### src/rtl/play_position_time_display_defines.svh
// Assertion macros shared by the play position time display RTL.
`ifndef PLAY_POSITION_TIME_DISPLAY_DEFINES_SVH
`define PLAY_POSITION_TIME_DISPLAY_DEFINES_SVH

// The consequent must hold in the same cycle as the antecedent.
`define PPTD_ASSERT_NOW(label, clk, rst_n, ante, cons) \
    label: assert property (@(posedge clk) disable iff (!rst_n) (ante) |-> (cons)) \
        else $error("pptd assertion failed");

// The consequent must hold a fixed number of cycles after the antecedent.
`define PPTD_ASSERT_AFTER(label, clk, rst_n, ante, dly, cons) \
    label: assert property (@(posedge clk) disable iff (!rst_n) (ante) |-> ##dly (cons)) \
        else $error("pptd assertion failed");

`endif

### src/rtl/pptd_pkg.sv
// Shared constants and types of the play position time display.
package pptd_pkg;

    localparam int POSITION_BITS      = 19;
    localparam int INTRO_SECTORS      = 749;
    localparam int NEAR_END           = 20;
    localparam int SECTORS_PER_SECOND = 75;
    localparam int SECONDS_PER_MINUTE = 60;
    localparam int REG_ADDR_BITS      = 3;

    typedef enum logic [0:0] {
        REG_TIME_MODE    = 1'b0,
        REG_INTRO_ENABLE = 1'b1
    } t_reg_index;

    typedef enum logic [1:0] {
        MODE_TRACK_ELAPSED   = 2'd0,
        MODE_TRACK_REMAINING = 2'd1,
        MODE_DISC_ELAPSED    = 2'd2,
        MODE_DISC_REMAINING  = 2'd3
    } t_time_mode;

    typedef struct packed {
        t_time_mode time_mode;
        logic       intro_enable;
    } t_config;

    typedef struct packed {
        logic advance;
        logic quick;
        logic minus;
    } t_flags;

endpackage

### src/rtl/pptd_cfg_regs.sv
// Configuration register file of the play position time display.
module pptd_cfg_regs (
    input  logic                                i_clk,
    input  logic                                i_rst_n,
    input  logic                                psel,
    input  logic                                penable,
    input  logic                                pwrite,
    input  logic [pptd_pkg::REG_ADDR_BITS-1:0]  paddr,
    input  logic [31:0]                         pwdata,
    output logic [31:0]                         prdata,
    output logic                                pready,
    output pptd_pkg::t_config                   o_cfg
);

    pptd_pkg::t_time_mode r_time_mode;
    logic                 r_intro_enable;
    pptd_pkg::t_reg_index w_index;

    assign w_index = pptd_pkg::t_reg_index'(paddr[2]);
    assign pready  = 1'b1;

    always_ff @(posedge i_clk) begin
        if (!i_rst_n) begin
            r_time_mode    <= pptd_pkg::MODE_TRACK_ELAPSED;
            r_intro_enable <= 1'b0;
        end else if (psel && penable && pwrite) begin
            unique case (w_index)
                pptd_pkg::REG_TIME_MODE: begin
                    r_time_mode <= pptd_pkg::t_time_mode'(pwdata[1:0]);
                end
                pptd_pkg::REG_INTRO_ENABLE: begin
                    r_intro_enable <= pwdata[0];
                end
            endcase
        end
    end

    always_comb begin
        unique case (w_index)
            pptd_pkg::REG_TIME_MODE:    prdata = {30'd0, r_time_mode};
            pptd_pkg::REG_INTRO_ENABLE: prdata = {31'd0, r_intro_enable};
        endcase
    end

    assign o_cfg.time_mode    = r_time_mode;
    assign o_cfg.intro_enable = r_intro_enable;

endmodule

### src/rtl/pptd_offset.sv
// Track offset, track change and quick update decision, and selection of the shown time.
module pptd_offset #(
    parameter int POSITION_BITS = pptd_pkg::POSITION_BITS
) (
    input  logic                     i_clk,
    input  logic                     i_rst_n,
    input  logic                     i_valid,
    input  pptd_pkg::t_config        i_cfg,
    input  logic [POSITION_BITS-1:0] i_current_sector,
    input  logic [POSITION_BITS-1:0] i_track_start,
    input  logic [POSITION_BITS-1:0] i_track_length,
    input  logic [POSITION_BITS-1:0] i_time_before_track,
    input  logic [POSITION_BITS-1:0] i_total_time,
    input  logic                     i_reverse,
    output logic                     o_valid,
    output logic [POSITION_BITS:0]   o_time,
    output pptd_pkg::t_flags         o_flags
);

    localparam int N  = POSITION_BITS;
    localparam int TW = POSITION_BITS + 1;

    logic             r_valid;
    logic [TW-1:0]    r_time;
    pptd_pkg::t_flags r_flags;
    logic [TW-1:0]    n_time;
    pptd_pkg::t_flags n_flags;

    always_comb begin
        logic          skipped;
        logic [N-1:0]  rtime;
        logic [TW-1:0] end_pos;
        logic [TW-1:0] before_plus;
        logic [N-1:0]  before_minus;
        logic [N-1:0]  total_m1;
        logic [N-1:0]  len_m1;
        logic [TW-1:0] len_plus;
        logic [TW-1:0] disc_used;

        skipped      = i_current_sector < i_track_start;
        rtime        = skipped ? (i_track_start - i_current_sector)
                               : (i_current_sector - i_track_start);
        end_pos      = {1'b0, i_track_start} + {1'b0, i_track_length};
        before_plus  = {1'b0, i_time_before_track} + {1'b0, rtime};
        before_minus = (i_time_before_track > rtime) ? (i_time_before_track - rtime)
                                                     : N'(0);
        total_m1     = (i_total_time != N'(0)) ? (i_total_time - N'(1)) : N'(0);
        len_m1       = (i_track_length != N'(0)) ? (i_track_length - N'(1)) : N'(0);
        len_plus     = {1'b0, i_track_length} + {1'b0, rtime};
        disc_used    = skipped ? {1'b0, before_minus} : before_plus;

        if (i_reverse) begin
            n_flags.quick   = {1'b0, i_current_sector}
                              <= ({1'b0, i_track_start} + TW'(pptd_pkg::NEAR_END));
            n_flags.advance = !skipped && (rtime == N'(0)) || skipped;
        end else begin
            n_flags.quick   = ({1'b0, i_current_sector} + TW'(pptd_pkg::NEAR_END))
                              >= end_pos;
            n_flags.advance = ({1'b0, i_current_sector} >= end_pos)
                              || (i_cfg.intro_enable && !skipped
                                  && (rtime >= N'(pptd_pkg::INTRO_SECTORS)));
        end

        case (i_cfg.time_mode)
            pptd_pkg::MODE_TRACK_ELAPSED: begin
                n_time        = {1'b0, rtime};
                n_flags.minus = skipped;
            end
            pptd_pkg::MODE_TRACK_REMAINING: begin
                if (skipped) begin
                    n_time = (len_plus != TW'(0)) ? (len_plus - TW'(1)) : TW'(0);
                end else begin
                    n_time = (len_m1 > rtime) ? {1'b0, len_m1 - rtime} : TW'(0);
                end
                n_flags.minus = 1'b1;
            end
            pptd_pkg::MODE_DISC_ELAPSED: begin
                n_time        = disc_used;
                n_flags.minus = 1'b0;
            end
            default: begin
                n_time        = ({1'b0, total_m1} > disc_used)
                                ? ({1'b0, total_m1} - disc_used) : TW'(0);
                n_flags.minus = 1'b1;
            end
        endcase
    end

    always_ff @(posedge i_clk) begin
        if (!i_rst_n) begin
            r_valid <= 1'b0;
        end else begin
            r_valid <= i_valid;
        end
        r_time  <= n_time;
        r_flags <= n_flags;
    end

    assign o_valid = r_valid;
    assign o_time  = r_time;
    assign o_flags = r_flags;

endmodule

### src/rtl/pptd_time_split.sv
// Conversion of a sector count to saturated minutes and seconds, with the result register.
module pptd_time_split #(
    parameter int POSITION_BITS = pptd_pkg::POSITION_BITS
) (
    input  logic                   i_clk,
    input  logic                   i_rst_n,
    input  logic                   i_valid,
    input  logic [POSITION_BITS:0] i_time,
    input  pptd_pkg::t_flags       i_flags,
    output logic                   o_strobe,
    output logic [7:0]             o_minutes,
    output logic [5:0]             o_seconds,
    output logic                   o_minus,
    output logic                   o_display_valid,
    output logic                   o_advance_track,
    output logic                   o_quick_update
);

    localparam int TW    = POSITION_BITS + 1;
    localparam int SW    = POSITION_BITS - 5;
    localparam int MW    = POSITION_BITS - 10;
    localparam int MXW   = (MW > 8) ? MW : 9;
    localparam int SH75  = 7;
    localparam int SH60  = 6;
    localparam int P1W   = 2 * TW + 1;
    localparam int P2W   = 2 * SW + 1;
    localparam longint SPS = longint'(pptd_pkg::SECTORS_PER_SECOND);
    localparam longint SPM = longint'(pptd_pkg::SECONDS_PER_MINUTE);
    localparam logic [TW:0] M75 = (TW + 1)'(((64'sd1 <<< (TW + SH75)) + SPS - 64'sd1) / SPS);
    localparam logic [SW:0] M60 = (SW + 1)'(((64'sd1 <<< (SW + SH60)) + SPM - 64'sd1) / SPM);

    logic             r_valid_a;
    logic [SW-1:0]    r_secs_a;
    pptd_pkg::t_flags r_flags_a;
    logic             r_valid_b;
    logic [SW-1:0]    r_secs_b;
    logic [MW-1:0]    r_mins_b;
    pptd_pkg::t_flags r_flags_b;
    logic             r_strobe;
    logic [7:0]       r_minutes;
    logic [5:0]       r_seconds;
    logic             r_minus;
    logic             r_display_valid;
    logic             r_advance_track;
    logic             r_quick_update;

    logic [P1W-1:0]   w_prod75;
    logic [P2W-1:0]   w_prod60;
    logic [SW-1:0]    w_whole_secs;
    logic [SW-1:0]    w_rem;
    logic [MXW-1:0]   w_mins_ext;
    logic [7:0]       w_mins_sat;

    assign w_prod75     = P1W'(i_time) * P1W'(M75);
    assign w_prod60     = P2W'(r_secs_a) * P2W'(M60);
    assign w_whole_secs = (SW'(r_mins_b) << 6) - (SW'(r_mins_b) << 2);
    assign w_rem        = r_secs_b - w_whole_secs;
    assign w_mins_ext   = MXW'(r_mins_b);
    assign w_mins_sat   = (w_mins_ext > MXW'(255)) ? 8'd255 : w_mins_ext[7:0];

    always_ff @(posedge i_clk) begin
        if (!i_rst_n) begin
            r_valid_a <= 1'b0;
            r_valid_b <= 1'b0;
            r_strobe  <= 1'b0;
        end else begin
            r_valid_a <= i_valid;
            r_valid_b <= r_valid_a;
            r_strobe  <= r_valid_b;
        end
        r_secs_a  <= w_prod75[TW + SH75 +: SW];
        r_flags_a <= i_flags;
        r_mins_b  <= w_prod60[SW + SH60 +: MW];
        r_secs_b  <= r_secs_a;
        r_flags_b <= r_flags_a;
        r_advance_track <= r_flags_b.advance;
        r_quick_update  <= r_flags_b.quick;
        if (r_flags_b.advance) begin
            r_minutes       <= 8'd0;
            r_seconds       <= 6'd0;
            r_minus         <= 1'b0;
            r_display_valid <= 1'b0;
        end else begin
            r_minutes       <= w_mins_sat;
            r_seconds       <= w_rem[5:0];
            r_minus         <= r_flags_b.minus;
            r_display_valid <= 1'b1;
        end
    end

    assign o_strobe        = r_strobe;
    assign o_minutes       = r_minutes;
    assign o_seconds       = r_seconds;
    assign o_minus         = r_minus;
    assign o_display_valid = r_display_valid;
    assign o_advance_track = r_advance_track;
    assign o_quick_update  = r_quick_update;

endmodule

### src/rtl/play_position_time_display.sv
// Top level of the play position time display.
//
// A position transfer is taken at every rising clock edge at which start is
// high and busy is low; busy is always low, so a new position can be given in
// every cycle. The six position fields are captured in an input register.
// A four-register pipeline follows: track offset and time selection, division
// by 75 sectors per second, division by 60 seconds per minute, then the result
// register. Each result is on the o_ ports for exactly one cycle, marked by
// o_strobe; results leave in input order at one per cycle. The receiver
// cannot stall, so no result is held back and nothing is buffered. The
// time mode and intro enable registers are written over the APB-style
// port (byte address 0 and 4); the user must write them only while no
// transfer is in flight, which the block does not enforce. pready is
// always high. A synchronous reset clears the pipeline valid bits and both
// configuration registers, so no strobe follows reset until a new start.
`include "play_position_time_display_defines.svh"

module play_position_time_display #(
    parameter int POSITION_BITS = pptd_pkg::POSITION_BITS
) (
    input  logic                               i_clk,
    input  logic                               i_rst_n,
    input  logic                               psel,
    input  logic                               penable,
    input  logic                               pwrite,
    input  logic [pptd_pkg::REG_ADDR_BITS-1:0] paddr,
    input  logic [31:0]                        pwdata,
    output logic [31:0]                        prdata,
    output logic                               pready,
    input  logic                               start,
    output logic                               busy,
    input  logic [POSITION_BITS-1:0]           i_current_sector,
    input  logic [POSITION_BITS-1:0]           i_track_start,
    input  logic [POSITION_BITS-1:0]           i_track_length,
    input  logic [POSITION_BITS-1:0]           i_time_before_track,
    input  logic [POSITION_BITS-1:0]           i_total_time,
    input  logic                               i_reverse,
    output logic                               o_strobe,
    output logic [7:0]                         o_minutes,
    output logic [5:0]                         o_seconds,
    output logic                               o_minus,
    output logic                               o_display_valid,
    output logic                               o_advance_track,
    output logic                               o_quick_update
);

    pptd_pkg::t_config          w_cfg;
    logic                       r_in_valid;
    logic [POSITION_BITS-1:0]   r_current_sector;
    logic [POSITION_BITS-1:0]   r_track_start;
    logic [POSITION_BITS-1:0]   r_track_length;
    logic [POSITION_BITS-1:0]   r_time_before_track;
    logic [POSITION_BITS-1:0]   r_total_time;
    logic                       r_reverse;
    logic                       w_off_valid;
    logic [POSITION_BITS:0]     w_off_time;
    pptd_pkg::t_flags           w_off_flags;
    logic                       w_accept;
    logic                       w_blank_result;

    assign busy     = 1'b0;
    assign w_accept = start && !busy;

    always_ff @(posedge i_clk) begin
        if (!i_rst_n) begin
            r_in_valid <= 1'b0;
        end else begin
            r_in_valid <= w_accept;
        end
        if (w_accept) begin
            r_current_sector    <= i_current_sector;
            r_track_start       <= i_track_start;
            r_track_length      <= i_track_length;
            r_time_before_track <= i_time_before_track;
            r_total_time        <= i_total_time;
            r_reverse           <= i_reverse;
        end
    end

    pptd_cfg_regs u_cfg_regs (
        .i_clk   (i_clk),
        .i_rst_n (i_rst_n),
        .psel    (psel),
        .penable (penable),
        .pwrite  (pwrite),
        .paddr   (paddr),
        .pwdata  (pwdata),
        .prdata  (prdata),
        .pready  (pready),
        .o_cfg   (w_cfg)
    );

    pptd_offset #(
        .POSITION_BITS (POSITION_BITS)
    ) u_offset (
        .i_clk               (i_clk),
        .i_rst_n             (i_rst_n),
        .i_valid             (r_in_valid),
        .i_cfg               (w_cfg),
        .i_current_sector    (r_current_sector),
        .i_track_start       (r_track_start),
        .i_track_length      (r_track_length),
        .i_time_before_track (r_time_before_track),
        .i_total_time        (r_total_time),
        .i_reverse           (r_reverse),
        .o_valid             (w_off_valid),
        .o_time              (w_off_time),
        .o_flags             (w_off_flags)
    );

    pptd_time_split #(
        .POSITION_BITS (POSITION_BITS)
    ) u_time_split (
        .i_clk           (i_clk),
        .i_rst_n         (i_rst_n),
        .i_valid         (w_off_valid),
        .i_time          (w_off_time),
        .i_flags         (w_off_flags),
        .o_strobe        (o_strobe),
        .o_minutes       (o_minutes),
        .o_seconds       (o_seconds),
        .o_minus         (o_minus),
        .o_display_valid (o_display_valid),
        .o_advance_track (o_advance_track),
        .o_quick_update  (o_quick_update)
    );

    assign w_blank_result = !o_display_valid && (o_minutes == 8'd0) && (o_seconds == 6'd0)
                            && !o_minus;

    `PPTD_ASSERT_AFTER(a_latency, i_clk, i_rst_n, w_accept, 5, o_strobe)
    `PPTD_ASSERT_NOW(a_advance_blanks, i_clk, i_rst_n, o_strobe && o_advance_track, w_blank_result)
    `PPTD_ASSERT_NOW(a_seconds_range, i_clk, i_rst_n, o_strobe && o_display_valid, o_seconds < 6'd60)
    `PPTD_ASSERT_NOW(a_valid_or_advance, i_clk, i_rst_n, o_strobe, o_display_valid != o_advance_track)

endmodule

### config.mk
export PLATFORM = sky130hd
export DESIGN_NAME = play_position_time_display
export DESIGN_NICKNAME = d
export VERILOG_FILES = /design/src/rtl/pptd_pkg.sv /design/src/rtl/pptd_cfg_regs.sv /design/src/rtl/pptd_offset.sv /design/src/rtl/pptd_time_split.sv /design/src/rtl/play_position_time_display.sv
export VERILOG_INCLUDE_DIRS = /design/src /design/src/rtl
export SDC_FILE = /design/constraint.sdc
export NUM_CORES = 1
export LEC_CHECK = 0
export BUFFER_PORTS_ARGS = -buffer_cell sky130_fd_sc_hd__buf_4
export CAP_MARGIN = 25
export CORE_MARGIN = 2
export CORE_UTILIZATION = 40
export DETAILED_ROUTE_END_ITERATION = 10
export SETUP_SLACK_MARGIN = 0.2
export SLEW_MARGIN = 0
export SYNTH_ARGS = -nofsm -noshare
export SYNTH_HDL_FRONTEND = slang
export SYNTH_SLANG_ARGS = --single-unit
### constraint.sdc
create_clock -name i_clk -period 20.5 [get_ports i_clk]
set_input_delay 3.075 -clock i_clk [delete_from_list [all_inputs] [get_ports i_clk]]
set_output_delay 3.075 -clock i_clk [all_outputs]
set_load 0.02 [all_outputs]
# Word level (Yosys, flattened, before mapping)
# Index checks and enable logic that the tools add are counted.
# totals
register_bits	180
latchBits	0
ram_bits	0
mem_bits_ro	0
input_bits	137
output_inout_bits	53
word_cells	91
memories	0
# classes
n_addsub	15
mul	2
n_div	0
n_lt_le_gt_ge	9
eq_ne	2
shifts	0
n_mux	15
bitwise	1
reduce_logical	15
# ops
op	n
two-way mux 19 bit	5
two-way mux 20 bit	4
subtractor 19 bit	4
one-hot mux 32 bit (2 select lines)	1
adder 19 x 19 -> 20 bit	3
one-hot mux 20 bit (3 select lines)	1
adder 19 x 5 -> 20 bit (second input constant)	2
multiplier 20 x 20 -> 40 bit (second input constant)	1
> comparator 19 bit	2
nonzero test 19 bit	2
subtractor 19 x 1 -> 19 bit (second input constant)	2
multiplier 14 x 15 -> 29 bit (second input constant)	1
greater-or-equal comparator 19 x 20 -> 1 bit	1
greater-or-equal comparator 20 bit	1
> comparator 19 x 20 -> 1 bit	1
less-or-equal comparator 19 x 20 -> 1 bit	1
nonzero test 20 bit	1
subtractor 19 x 20 -> 20 bit	1
subtractor 20 x 1 -> 20 bit (second input constant)	1
greater-or-equal comparator 19 x 10 -> 1 bit (second input constant)	1
logical NOT 19 bit	1
less-than comparator 19 bit	1
> comparator 9 x 8 -> 1 bit (second input constant)	1
two-way mux 8 bit	1
other kinds (13)	19

# Depth between registers and ports, before layout
# Gate-level depths: netlist of the first run.
# depth
ltp_word	8
depth_mapped	41
ltp_nobuf	37

# Hierarchy
# From an unflattened synthesis of the first run, not the netlist that was laid out.
# unflattened
cells_unflattened	2736
hier_area_um2	24697.4
# modules_own_cells
module	instances	cells_per_inst	area_each_um2	seq_area_each_um2
pptd_offset	1	1653	11920.2	480.5
pptd_time_split	1	934	9450.3	1121.1
play_position_time_display	1	100	2920.3	2902.8
pptd_cfg_regs	1	49	406.6	60.1

# Least setup slack after synthesis of the first run
# Ideal clock, no wire load.
# synth_timing
kind	register to register
start	reg r_current_sector[10]
end	reg u_offset.r_time[17], in the netlist u_offset.o_time[17]
setup_ps	82
arrival_time_ps	7848
required_time_ps	20418
slack_ps	12570
stages_incl_launch_ff	40
path_buffers	6
synth_period_minus_slack_ps	7930
path_cell_list	edfxtp_1 > inv_1 > ha_1 > and3_1 > buf_6 > and4_1 > o31ai_4 > a21o_1 > nand2_1 > clkbuf_1 > clkbuf_1 > o211ai_1 > o2111ai_1 > o21ai_0 > xnor2_1 > inv_1 > ha_1 > buf_2 > [4 not listed] > nor4_1 > a31oi_2 > clkbuf_1 > o22ai_1 > ha_1 > fa_1 > inv_1 > a21o_1 > nor2_4 > o31ai_2 > o211ai_1 > o211ai_1 > a21o_4 > o311ai_2 > a2111o_1 > buf_6 > a211o_1 > o2111ai_1
# synth_via
elab_chain_cells	8
elab_cells_between_ends	21
cone_classes	add/sub: 8; order compare: 4; mux: 8; reduce/logical: 1
# synth_rtl
element	line	rtl
start, declared	play_position_time_display.sv:49	logic [POSITION_BITS-1:0] r_current_sector;
start signal, assigned	play_position_time_display.sv:71	r_current_sector <= i_current_sector;
subtractor 19 bit, or another cell as far along	pptd_offset.sv:42	: (i_current_sector - i_track_start);
two-way mux 19 bit	pptd_offset.sv:41	rtime = skipped ? (i_track_start - i_current_sector)
subtractor 19 bit / > comparator 19 bit (equally long branches)	pptd_offset.sv:45	before_minus = (i_time_before_track > rtime) ? (i_time_before_track - rtime)
two-way mux 19 bit	pptd_offset.sv:45	
two-way mux 20 bit	pptd_offset.sv:50	disc_used = skipped ? {1'b0, before_minus} : before_plus;
subtractor 19 x 20 -> 20 bit / > comparator 19 x 20 -> 1 bit (equally long branches)	pptd_offset.sv:83, pptd_offset.sv:82	
two-way mux 20 bit	pptd_offset.sv:83	? ({1'b0, total_m1} - disc_used) : TW'(0);
one-hot mux 20 bit (3 select lines) (*)	pptd_offset.sv:64	case (i_cfg.time_mode)
via u_offset.n_time[17]	pptd_offset.sv:26	logic [TW-1:0] n_time;
end signal, assigned	pptd_offset.sv:95	r_time <= n_time;
end, declared	pptd_offset.sv:24	logic [TW-1:0] r_time;
# The timed path passes the listed nets; every way through them passes the cells marked *.
# A chain may end at the register's enable or synchronous reset.

# Worst setup path in the final report of the first run
# layout_timing
start	reg r_current_sector[1]
end	reg u_offset.r_time[15], in the netlist u_offset.o_time[15]
# The elaborated chain is that of the path after synthesis.

==> results of run 1 <==
-- worst max-delay path: cells and delay by family, from the launching register on --
family,cells,cell delay [ns]
AOI/OAI and AO/OA,11,3.54
adders and majority gates,3,1.27
DFF,1,0.44
and+or+nand+nor,11,3.05
xor gates and xnor gates,1,0.66
buffers and inverters,3,0.77
-- synthesized netlist by cell type, types with 42 or more instances --
cell	instances
nand3_1	48
nor3_1	44
a21oi_1	189
dfxtp_1	84
nand2_1	121
o21ai_0	112
inv_1	360
fa_1	153
nor2_1	164
clkbuf_1	42
xor2_1	58
xnor2_1	124
edfxtp_1	96
ha_1	462
a21o_1	63
-- path summary, 6_finish.rpt --
path	startpoint	end	slack, ns	cells after the start
worst min register to register	u_time_split.r_flags_b[1]$_DFF_P_	u_time_split.o_quick_update$_DFF_P_	0.32	0
worst max-delay path	r_current_sector[1]$_DFFE_PP_	u_offset.o_time[15]$_DFF_P_	10.64	29
worst min-delay path	u_time_split.r_flags_b[1]$_DFF_P_	u_time_split.o_quick_update$_DFF_P_	0.32	0
worst max register to register	r_current_sector[1]$_DFFE_PP_	u_offset.o_time[15]$_DFF_P_	10.64	29
-- sequential cells by signal, summed over array words and instances (netlist names), 2 cells and up --
register                flops
r_track_start              19
u_time_split.r_secs_b       6
r_current_sector           19
r_total_time               19
u_time_split.r_mins_b       9
u_cfg_regs.r_time_mode      2
u_time_split.r_secs_a      14
u_time_split.o_seconds      6
u_offset.o_time            20
u_offset.o_flags            3
r_track_length             19
u_time_split.o_minutes      8
u_time_split.r_flags_a      3
u_time_split.r_flags_b      3
r_time_before_track        19
-- through the flow --
stage | setup slack [ns] | instance area, um^2 | cells | util (%)
3_3_place_gp | 10.86 | 25800 | 3509 | 43.0
2_1_floorplan | 12.57 | 24300 | 2675 | -
4_1_cts | 10.75 | 26400 | 3542 | 44.1
5_1_grt | 10.19 | 26500 | 3543 | 44.1
6_report | 10.64 | 26500 | 3543 | 44.1
3_5_place_dp | 10.75 | 25800 | 3510 | 43.0
-- routing by layer --
layer	vias up	GRT usage, %	share of wire [%]
met2	478	38.9	49
li1	9468	-	-
met4	0	9.64	4.3
met3	128	2.67	3.8
met1	9199	27.0	42
met5	-	0	0
-- logic make-up (layout without fill, tap and decap cells) --
kind of cell / count (synthesis) / count (layout) / share of synthesized area (%)
compound gates: 625 / 625 / 17.4
xor+xnor: 183 / 183 / 6.67
fa+ha+maj: 615 / 615 / 36.6
buf+inv: 448 / 534 / 7.67
flops: 180 / 180 / 18.9
mux: 11 / 11 / 0.472
other cells: 2 / 32 / 0.0311
simple gates: 581 / 581 / 12.2
-- layout make-up --
cell class | instances | share of cell area [%]
tap | 782 | 3.70
timing repair buffer | 142 | 4.03
inverter | 360 | 5.11
multi-input combinational | 2047 | 67.5
clock buffer | 18 | 1.70
sequential | 180 | 17.3
clock inverter | 14 | 0.672
==> results.json, run 1 <==
{
  "status": "finished clean",
  "ys_ff_latch": 180,
  "grt_max_degree": 69,
  "final_cell_mix": "ha_1, inv_1, a21oi_1, nor2_1, fa_1",
  "crit_required_ns": 20.88,
  "first_global_vias": 19500,
  "hold_class": "flop to flop",
  "place_congestion": 0.945,
  "dr.pass1.iters": 5,
  "clk_latency_ns": 0.51,
  "finalSetupViolations": 0,
  "layout_commonest_cell": "ha_1",
  "num-fill-cells": 5858,
  "maxSlewHeadroom_pct": 25.9,
  "critPathSlowestCell": "o21ai_0",
  "cts_root_buffer": "clkbuf_16",
  "dieArea_um2": 62300,
  "place_hpwl_um": 56600,
  "syn_to_final_growth_pct": 9.54,
  "grt_use_total_pct": 22.1,
  "clk_pin_slew_ns": 0.08,
  "tritoncts": "done",
  "grt-ovfl-total": 0,
  "synth-edff-count": 96,
  "synth_async_sr_flop_share_pct": 0,
  "die_w_um": 250,
  "antenna_left": 0,
  "drive_gt1_share_pct": 8.33,
  "fin_nets": 3500,
  "finalMaxSlewViolations": 0,
  "drt_wl_total_um": 68300,
  "vias_per_cell": 5.44,
  "worst-setup-path-type": "flop to flop",
  "hold-worst-slack_ns": 0.323,
  "clkSinkCount": 180,
  "holdBufCountCts": 0,
  "max_cap_viol_count": 0,
  "arrival_ns": 10.24,
  "synth_flop_cell": "edfxtp_1",
  "fmax_mhz": 101,
  "critPathMaxFanout": 20,
  "cts.repair.resized": 0,
  "critical_path.max_stage_delay_ns": 0.77,
  "synth.avg_cell_area_um2": 9.13,
  "port_buffers": 125,
  "rsz0062_at_grt": "no",
  "wl_per_cell_um": 19.3,
  "synth_top_cell_area_share_pct": 23.9,
  "syn_inst": 2645,
  "postCtsSetupBuffers": 0,
  "finalCriticalPeriod_ns": 9.86,
  "grt_pass1_wl_um": 107000,
  "via_count": 19300,
  "ios": 190,
  "synth.distinct_cells": 101,
  "ys_warn_count": 0,
  "drc": 0,
  "grt_antenna_before_repair": 0,
  "tightest_slew_ns": 1.10,
  "rows": 90,
  "syn_area_um2": 24100,
  "seq_area_um2": 4560,
  "skew_ns": 0.0272,
  "htree_levels": 4,
  "startpoint_type": "flop",
  "multiInputGateArea_um2": 17900,
  "start_util_pct": 40.2,
  "crit_path_end_kind": "flop",
  "yosysTopAreaCell": "ha_1",
  "fin_setup_tns_ns": 0,
  "ys_top_cells_by_area": "ha_1, fa_1, edfxtp_1",
  "die_h_um": 250,
  "finalCritPeriodShare_pct": 48.1,
  "antennaDiodeCount": 0,
  "core_um2": 60000,
  "finalHoldViolations": 0,
  "numCtsBuffers": 17,
  "clk_path_buf_depth": 2,
  "drt_iter0_drc": 1124,
  "ys_seq_area_share_pct": 18.9
}
Power of run 1 is not shown: default switching activity piles up to over one toggle a cycle in this logic, so the estimate is an artifact.
==> run 2, diff against run 1 <==
Clock period 20.5 ns to 9.1 ns, I/O delays scaled along.
==> results.json, run 2 (synthesis gave the netlist of run 1 again) <==
{
  "status": "finished clean",
  "fin_setup_tns_ns": 0,
  "fin_nets": 3564,
  "start_util_pct": 40.2,
  "htree_levels": 4,
  "crit_path_end_kind": "flop",
  "tightest_slew_ns": 0.948,
  "critPathLaunch": "r_current_sector[10]$_DFFE_PP_",
  "antennaDiodeCount": 0,
  "core_um2": 60000,
  "place_congestion": 0.923,
  "maxSlewHeadroom_pct": 36.2,
  "fmax_mhz": 119,
  "finalCritPeriodShare_pct": 92.2,
  "antenna_left": 0,
  "holdBufCountCts": 0,
  "ff2ff_setup_slack_ns": 0.71,
  "grt_use_total_pct": 22.6,
  "multiInputGateArea_um2": 17900,
  "grt-ovfl-total": 0,
  "hold_class": "flop to flop",
  "grt_pass1_wl_um": 109000,
  "drc": 0,
  "vias_per_cell": 5.41,
  "path_buf_inv": 4,
  "skew_ns": 0.0205,
  "critical_path.max_stage_delay_ns": 0.47,
  "critPathMaxFanout": 13,
  "max_cap_viol_count": 0,
  "rows": 90,
  "dr_wl_met3_um": 2230,
  "ios": 190,
  "wirelength_met1_um": 30200,
  "layout_commonest_cell": "ha_1",
  "largest_reg_flops": 20,
  "dieArea_um2": 62300,
  "hold_start": "u_time_split.r_flags_a[2]$_DFF_P_",
  "dr.pass1.iters": 5,
  "seq_area_um2": 4560,
  "clkSinkCount": 180,
  "crit_required_ns": 9.48,
  "grt_max_degree": 61,
  "rsz0062_at_grt": "no",
  "final_cell_mix": "ha_1, inv_1, buf_4, a21oi_1, nor2_1",
  "finalMaxSlewViolations": 0,
  "critPathSlowestCell": "edfxtp_1",
  "timing.rr.start": "r_current_sector[10]$_DFFE_PP_",
  "place_hpwl_um": 58500,
  "drive_gt1_share_pct": 10.7,
  "drt_wl_total_um": 69900,
  "finalSetupViolations": 0,
  "drt_iter0_drc": 999,
  "die_h_um": 250,
  "arrival_ns": 8.77,
  "clk_latency_ns": 0.51,
  "finalCriticalPeriod_ns": 8.39,
  "clk_pin_slew_ns": 0.08,
  "top_layer": "met4",
  "numCtsBuffers": 17,
  "startpoint_type": "flop",
  "worst-setup-path-type": "flop to flop",
  "first_global_vias": 19700,
  "via_count": 19500,
  "wl_per_cell_um": 19.4,
  "clk_path_buf_depth": 2,
  "syn_to_final_growth_pct": 11.8,
  "port_buffers": 125,
  "tritoncts": "done",
  "cp_common_cell": "a21o_1",
  "cts_root_buffer": "clkbuf_16",
  "die_w_um": 250,
  "finalHoldViolations": 0,
  "cp_top_family": "compound AO/OA/AOI/OAI gates",
  "wl_met2_um": 34800,
  "grt_antenna_before_repair": 0,
  "num-fill-cells": 5847
}
run 2: cell count changes in the layout (fill, tap and decap cells not counted), sizes merged:
| cell | change |
|---|---|
| buf | +64 |
| inv | +2 |
| clkbuf | -1 |
| clkinv | -1 |
run 2: cell type report:
class / count / share of cell area (%)
Clock buffer: 17 / 1.58
Clock inverter: 15 / 0.709
Inverter: 360 / 5.01
Multi-Input combinational cell: 2047 / 66.4
Sequential cell: 180 / 16.9
Tap cell: 782 / 3.63
Timing Repair Buffer: 206 / 5.74
run 2: path summary, 6_finish.rpt:
kind,endpoint,depth (start not counted)
worst max-delay path,u_offset.o_time[18]$_DFF_P_,36
worst min-delay path,u_time_split.r_flags_b[2]$_DFF_P_,0
worst max register to register,u_offset.o_time[18]$_DFF_P_,36
worst min register to register,u_time_split.r_flags_b[2]$_DFF_P_,0
run 2: per-stage QoR:
step / instances / instance area, um^2 / hold slack (ns) / setup slack [ns] / util, %
after floorplan: 2675 / 24300 / 0.310 / 1.17 / -
after global placement: 3573 / 26300 / 0.315 / 0.422 / 43.8
after detailed placement: 3574 / 26300 / 0.314 / 0.296 / 43.8
after CTS: 3606 / 26900 / 0.331 / 0.260 / 44.8
after global routing: 3607 / 27000 / 0.338 / 0.222 / 45.0
final: 3607 / 27000 / 0.331 / 0.710 / 45.0
run 2: worst register-to-register path, delay by kind of cell, from the launching register on:
kind                       cells  cell delay, ns
and+or+nand+nor                8            1.77
adders and majority gates      3            1.12
xor gates and xnor gates       2            0.56
AOI/OAI and AO/OA             19            3.68
DFF                            1            0.47
buffers and inverters          4            0.65
run 2: per-layer routing:
metal | vias to the layer above | GRT usage, %
li1 | 9582 | -
met1 | 9388 | 27.6
met2 | 436 | 40.3
met3 | 97 | 2.57
met4 | 0 | 9.07
met5 | - | 0
run 2: what timing repair did:
item,in CTS,in global routing
resized for setup,0,13
buffers inserted,0,1
setup endpoints to repair,0,20
Power of run 2 is left out for the same reason.
